### src/rtl/core/mi44_pkg.sv
`timescale 1ns / 1ps
// ----------------------------------------------------------------------------
// mi44_pkg
// Shared widths and index helpers for the 4x4 matrix inverse unit.
// ----------------------------------------------------------------------------
package mi44_pkg;

    localparam int ELEM_W = 32;
    localparam int ACC_W  = 192;
    localparam int COF_W  = 128;
    localparam int MUL_W  = 33;
    localparam int PROD_W = 2 * MUL_W;

    // column order of the six terms of a 3x3 determinant, three positive then three negative
    function automatic logic [1:0] perm_col(input logic [2:0] term, input logic [1:0] row);
        logic [5:0] p;
        begin
            case (term)
                3'd0:    p = {2'd2, 2'd1, 2'd0};
                3'd1:    p = {2'd0, 2'd2, 2'd1};
                3'd2:    p = {2'd1, 2'd0, 2'd2};
                3'd3:    p = {2'd0, 2'd1, 2'd2};
                3'd4:    p = {2'd1, 2'd2, 2'd0};
                3'd5:    p = {2'd2, 2'd0, 2'd1};
                default: p = 6'd0;
            endcase
            case (row)
                2'd0:    perm_col = p[1:0];
                2'd1:    perm_col = p[3:2];
                default: perm_col = p[5:4];
            endcase
        end
    endfunction

    // n-th of the three rows or columns that remain once 'drop' is removed
    function automatic logic [1:0] skip_idx(input logic [1:0] n, input logic [1:0] drop);
        begin
            skip_idx = (n >= drop) ? n + 2'd1 : n;
        end
    endfunction

endpackage

### src/rtl/core/mi44_div.sv
`timescale 1ns / 1ps
// ----------------------------------------------------------------------------
// mi44_div
// Restoring unsigned divider, one quotient bit per cycle.
// ----------------------------------------------------------------------------
module mi44_div (
    input  logic                        clk,
    input  logic                        rst_n,
    input  logic                        start,
    input  logic [mi44_pkg::ACC_W-1:0]  num,
    input  logic [mi44_pkg::ACC_W-1:0]  den,
    output logic                        busy,
    output logic                        done,
    output logic [mi44_pkg::ACC_W-1:0]  quo
);
    import mi44_pkg::*;

    localparam int CW = $clog2(ACC_W);

    logic [ACC_W-1:0] rem_reg, rem_next;
    logic [ACC_W-1:0] quo_reg, quo_next;
    logic [CW-1:0]    cnt_reg, cnt_next;
    logic             busy_reg, busy_next;
    logic             done_reg, done_next;
    logic [ACC_W-1:0] rem_sh;
    logic             fits;

    assign rem_sh = {rem_reg[ACC_W-2:0], quo_reg[ACC_W-1]};
    assign fits   = rem_sh >= den;

    always_comb
    begin
        rem_next  = rem_reg;
        quo_next  = quo_reg;
        cnt_next  = cnt_reg;
        busy_next = busy_reg;
        done_next = 1'b0;
        if (start)
        begin
            rem_next  = '0;
            quo_next  = num;
            cnt_next  = CW'(ACC_W - 1);
            busy_next = 1'b1;
        end
        else if (busy_reg)
        begin
            // dividend bits shift out of the top as quotient bits shift in
            rem_next = fits ? rem_sh - den : rem_sh;
            quo_next = {quo_reg[ACC_W-2:0], fits};
            cnt_next = cnt_reg - 1'b1;
            if (cnt_reg == '0)
            begin
                busy_next = 1'b0;
                done_next = 1'b1;
            end
        end
    end

    always_ff @(posedge clk or negedge rst_n)
    begin
        if (!rst_n)
        begin
            busy_reg <= 1'b0;
            done_reg <= 1'b0;
            cnt_reg  <= '0;
        end
        else
        begin
            busy_reg <= busy_next;
            done_reg <= done_next;
            cnt_reg  <= cnt_next;
        end
    end

    always_ff @(posedge clk)
    begin
        rem_reg <= rem_next;
        quo_reg <= quo_next;
    end

    assign busy = busy_reg;
    assign done = done_reg;
    assign quo  = quo_reg;

endmodule

### config.mk
export PLATFORM = sky130hd
export DESIGN_NAME = mi44_div
export DESIGN_NICKNAME = d
export VERILOG_FILES = /design/src/rtl/core/mi44_pkg.sv /design/src/rtl/core/mi44_div.sv
export SDC_FILE = /design/constraint.sdc
export NUM_CORES = 1
export LEC_CHECK = 0
export ABC_AREA = 1
export BUFFER_PORTS_ARGS = -buffer_cell sky130_fd_sc_hd__buf_2
export CAP_MARGIN = 10
export CORE_ASPECT_RATIO = 1.75
export CORE_UTILIZATION = 55
export DETAILED_ROUTE_END_ITERATION = 10
export GPL_TIMING_DRIVEN = 1
export PLACE_DENSITY = 0.78
export SYNTH_ARGS = -nofsm -noshare
export SYNTH_HDL_FRONTEND = slang
export SYNTH_SLANG_ARGS = --single-unit
export TNS_END_PERCENT = 50
### constraint.sdc
create_clock -name clk -period 14.3 [get_ports clk]
set_input_delay 1.43 -clock clk [delete_from_list [all_inputs] [get_ports clk]]
set_output_delay 1.43 -clock clk [all_outputs]
set_load 0.02 [all_outputs]
==> flow_summary.json, run 1 <==
{
  "grt_pass1_wl_um": 351000,
  "cts_made_buffers": 38,
  "pin_count": 581,
  "cts_hold_buf": 0,
  "lastStage": "global routing (5_1_grt)",
  "synth_top_area_cell": "nand2_1",
  "gr-total-overflow": 245,
  "initial_utilization_pct": 55.85,
  "yosysMostFrequentCell": "nand2_1",
  "syn_inst": 7345,
  "cts.sinks": 393,
  "dp.cells": 8728,
  "synthFlopType": "edfxtp_1",
  "yosys_warnings": 0,
  "port_buffers": 580,
  "syn_area_per_cell_um2": 5.400,
  "grt_max_degree": 180,
  "yosysSeqAreaShare_pct": 24.81,
  "die_w_um": 205,
  "synth.distinct_cells": 40,
  "synth_area_leaders": "nand2_1, edfxtp_1, inv_1",
  "netlist_area_mm2": 0.03966,
  "tool.error": "[ERROR GRT-0116] Global routing finished with congestion. Check the congestion regions in the DRC Viewer.",
  "placed_area_mm2": 0.04317,
  "ctsResizeCount": 0,
  "post_cts_buffers": 0,
  "fp-row-count": 129,
  "grt_pass1_vias": 50460,
  "synth-edff-count": 192,
  "dp_hpwl_um": 170600,
  "h-tree-depth": 2,
  "die_y_um": 357.2,
  "cts-root-buf": "clkbuf_16",
  "cts_max_path_buffers": 3,
  "grtUsageTotal_pct": 65.62,
  "syn_nets": 7927,
  "synth-seq-cells": 393,
  "gp_congestion": 1.261,
  "synth_common_cells": "nand2_1, inv_1, nor2_1, nand3_1, ha_1",
  "status": "aborted with a tool error",
  "ys_async_sr_fraction_pct": 2.545,
  "synth_top_area_share_pct": 32.89
}
[cells by family after synthesis]
family	synth area share, %
flip-flops	24.81
adder cells (fa/ha/maj)	6.170
XOR/XNOR	2.451
buffers and inverters	15.50
AND/OR/NAND/NOR	46.81
AO/OA/AOI/OAI	4.265
[layer usage]
metal / global-route usage [%] / GRT overflow
met1: 63.56 / 1
met2: 92.42 / 152
met3: 35.76 / 2
met4: 74.47 / 89
met5: 4.431 / 1
[through the flow]
stage	worst slack, ns	hold slack, ns	utilization [%]
2_1_floorplan	7.839	0.4298	-
3_3_place_gp	7.964	0.4537	60.79
3_5_place_dp	7.830	0.4619	60.79
4_1_cts	8.445	0.4737	62.62
==> inputs of run 2 (changes only) <==
- CORE_ASPECT_RATIO: 1.75 -> default
- CORE_UTILIZATION: 55 -> 40
- PLACE_DENSITY: 0.78 -> default
- PLACE_DENSITY_LB_ADDON: default -> 0.15
==> run 2 against run 1 <==
  * The run now ends clean
  * Synthesized cell count unchanged
  * Area after synthesis did not move
==> flow_summary.json, run 2 <==
{
  "synth.distinct_cells": 40,
  "routedWlPerCell_um": 21.61,
  "fin_total_pwr_mw": 3.076,
  "yosysMostFrequentCell": "nand2_1",
  "fp-row-count": 115,
  "vias": 45050,
  "synth-edff-count": 192,
  "synth_common_cells": "nand2_1, inv_1, nor2_1, nand3_1, ha_1",
  "netlist_area_mm2": 0.03966,
  "fin_crit_ns": 5.581,
  "coreArea_mm2": 0.09828,
  "cts.sinks": 393,
  "cts_hold_buf": 0,
  "crit_end": "rem_reg[161]",
  "worstReg2RegEnd": "rem_reg[161]",
  "nets": 8453,
  "leakage_nw": 26.65,
  "dr.pass1.iters": 6,
  "status": "finished, final reports clean",
  "die_w_um": 316.9,
  "grt_pass1_wl_um": 273500,
  "final_common_cell": "nand2_1",
  "fp.dieArea_mm2": 0.1004,
  "post-route-period-util_pct": 39.03,
  "grt_pass1_vias": 41070,
  "reg2reg_depth": 21,
  "layout_common_cells": "nand2_1, inv_1, nor2_1",
  "critPathArrivalTime_ns": 6.12,
  "finalClockSkew_ns": 0.06196,
  "post_cts_buffers": 0,
  "syn_nets": 7927,
  "antenna_found_initial": 8,
  "r2r_start": "quo[191]",
  "end_kind": "flip-flop",
  "relSlewSlack_pct": 25.51,
  "gp_congestion": 1.100,
  "syn_to_final_growth_pct": 14.44,
  "port_buffers": 580,
  "initial_utilization_pct": 40.36,
  "hold_viol_final": 0,
  "clk_latency_ns": 0.69,
  "dp_hpwl_um": 170800,
  "cts-root-buf": "clkbuf_16",
  "regArea_mm2": 0.009839,
  "gr-total-overflow": 0,
  "critPathLaunchType": "flip-flop",
  "drive_gt1_share_pct": 9.176,
  "crit_fanout": 86,
  "crit_type": "flip-flop to flip-flop",
  "crit_required_ns": 14.84,
  "multi_input_area_mm2": 0.02369,
  "final_max_slew_viol_count": 0,
  "grtUsageTotal_pct": 37.99,
  "drc_errors": 0,
  "tritoncts": "yes",
  "synth-seq-cells": 393,
  "tns_ns": 0,
  "synthFlopType": "edfxtp_1",
  "cts_made_buffers": 51,
  "wl_um": 198900,
  "cellPowerDensity_mw_per_mm2": 67.76,
  "setup_viol": 0,
  "path_clk_slew_ns": 0.06,
  "syn_area_per_cell_um2": 5.400,
  "drt_iter0_markers": 4137,
  "synth_area_leaders": "nand2_1, edfxtp_1, inv_1",
  "h-tree-depth": 2,
  "die_y_um": 316.9,
  "cts_max_path_buffers": 3,
  "vdd_drop_max_mv": 0.1125,
  "ant_nets": 0,
  "rsz0062_at_grt": "false",
  "syn_inst": 7345,
  "rrSetupSlack_ns": 8.72,
  "yosys_warnings": 0,
  "pin_count": 581,
  "hold_class": "flip-flop to flip-flop",
  "synth_top_area_cell": "nand2_1",
  "yosysSeqAreaShare_pct": 24.81,
  "synth_top_area_share_pct": 32.89,
  "crit_start": "quo[191]",
  "tightestPinTransition_ns": 1.117,
  "routed_via_density": 4.894,
  "grt_max_degree": 116,
  "max_freq_ghz": 0.1792,
  "cap_viol_max_count": 0,
  "ys_async_sr_fraction_pct": 2.545,
  "fillCellCount": 11130,
  "largest_reg_flops": 192,
  "ctsResizeCount": 0
}
==> run 2: cell counts after synthesis <==
Identical to the previous run, type by type.
==> run 2: metrics by stage <==
step	std cells	area, um2	setup WS (ns)	utilization (%)	hold WS [ns]
floorplan	7345	39660	7.839	-	0.4298
global placement	9105	43660	8.186	44.43	0.4508
detailed placement	9105	43660	8.124	44.43	0.4602
CTS	9199	45380	8.802	46.17	0.4692
global route	9202	45380	8.473	46.18	0.4803
finish	9205	45390	8.719	46.19	0.4683
==> run 2: how the worst min path moves through the flow <==
stage,cells past startpoint,to,startpoint
global route,2,rem_reg[190],rem_reg[190]
floorplan,2,rem_reg[190],rem_reg[190]
CTS,2,rem_reg[190],rem_reg[190]
finish,2,rem_reg[190],rem_reg[190]
global placement,2,rem_reg[190],rem_reg[190]
detailed placement,2,rem_reg[190],rem_reg[190]
==> run 2: critical path: stages, from the launching register on <==
cell      delay, ns
edfxtp_1       0.77
inv_1          0.11
ha_1           0.24
fa_1           0.41
inv_1          0.12
nand2_1        0.06
nand2_1        0.06
nand3_1        0.10
nand2_2        0.21
nand2_1        0.09
nand2_2        0.12
nand2_1        0.08
nand2_2        0.16
nand2_1        0.07
nand2_1        0.29
nand2_1        0.18
nand4_4        0.55
buf_4          0.58
buf_4          0.78
nand3_1        0.18
nand2_1        0.11
nand2_1        0.04
==> run 2: layout make-up <==
cell class	count	share of cell area [%]
multi-input cells	5373	52.19
flip-flops and latches	393	21.68
inverters	1452	12.05
repair buffers	600	6.740
well taps	1287	3.548
clock buffers	71	3.175
clock inverters	23	0.5954
diodes	6	0.03308
==> run 2: cell families (layout without fill, tap and decap cells) <==
family | Yosys count | in the layout | synth area share, %
other | 0 | 6 | 0
xor gates and xnor gates | 111 | 111 | 2.451
buffers and inverters | 1579 | 2146 | 15.50
AOI/OAI and AO/OA | 316 | 316 | 4.265
adders and majority gates | 195 | 195 | 6.170
and+or+nand+nor | 4751 | 4751 | 46.81
DFF | 393 | 393 | 24.81
==> run 2: where the power goes <==
group | switching (mW) | internal [mW] | leakage, nW
combinational | 0.301 | 0.148 | 22.1
sequential | 0.0304 | 1.24 | 3.75
clock | 0.578 | 0.779 | 0.845
total | 0.909 | 2.17 | 26.7
==> run 2: routing by layer <==
layer	part of all wire [%]	track usage [%]	vias to the layer above
li1	-	-	22830
met1	40	46.21	20120
met2	45	62.05	1686
met3	6.6	4.924	413
met4	7.9	26.85	6
met5	0.023	0	-
Note: power is estimated with default switching activity, not from simulation.
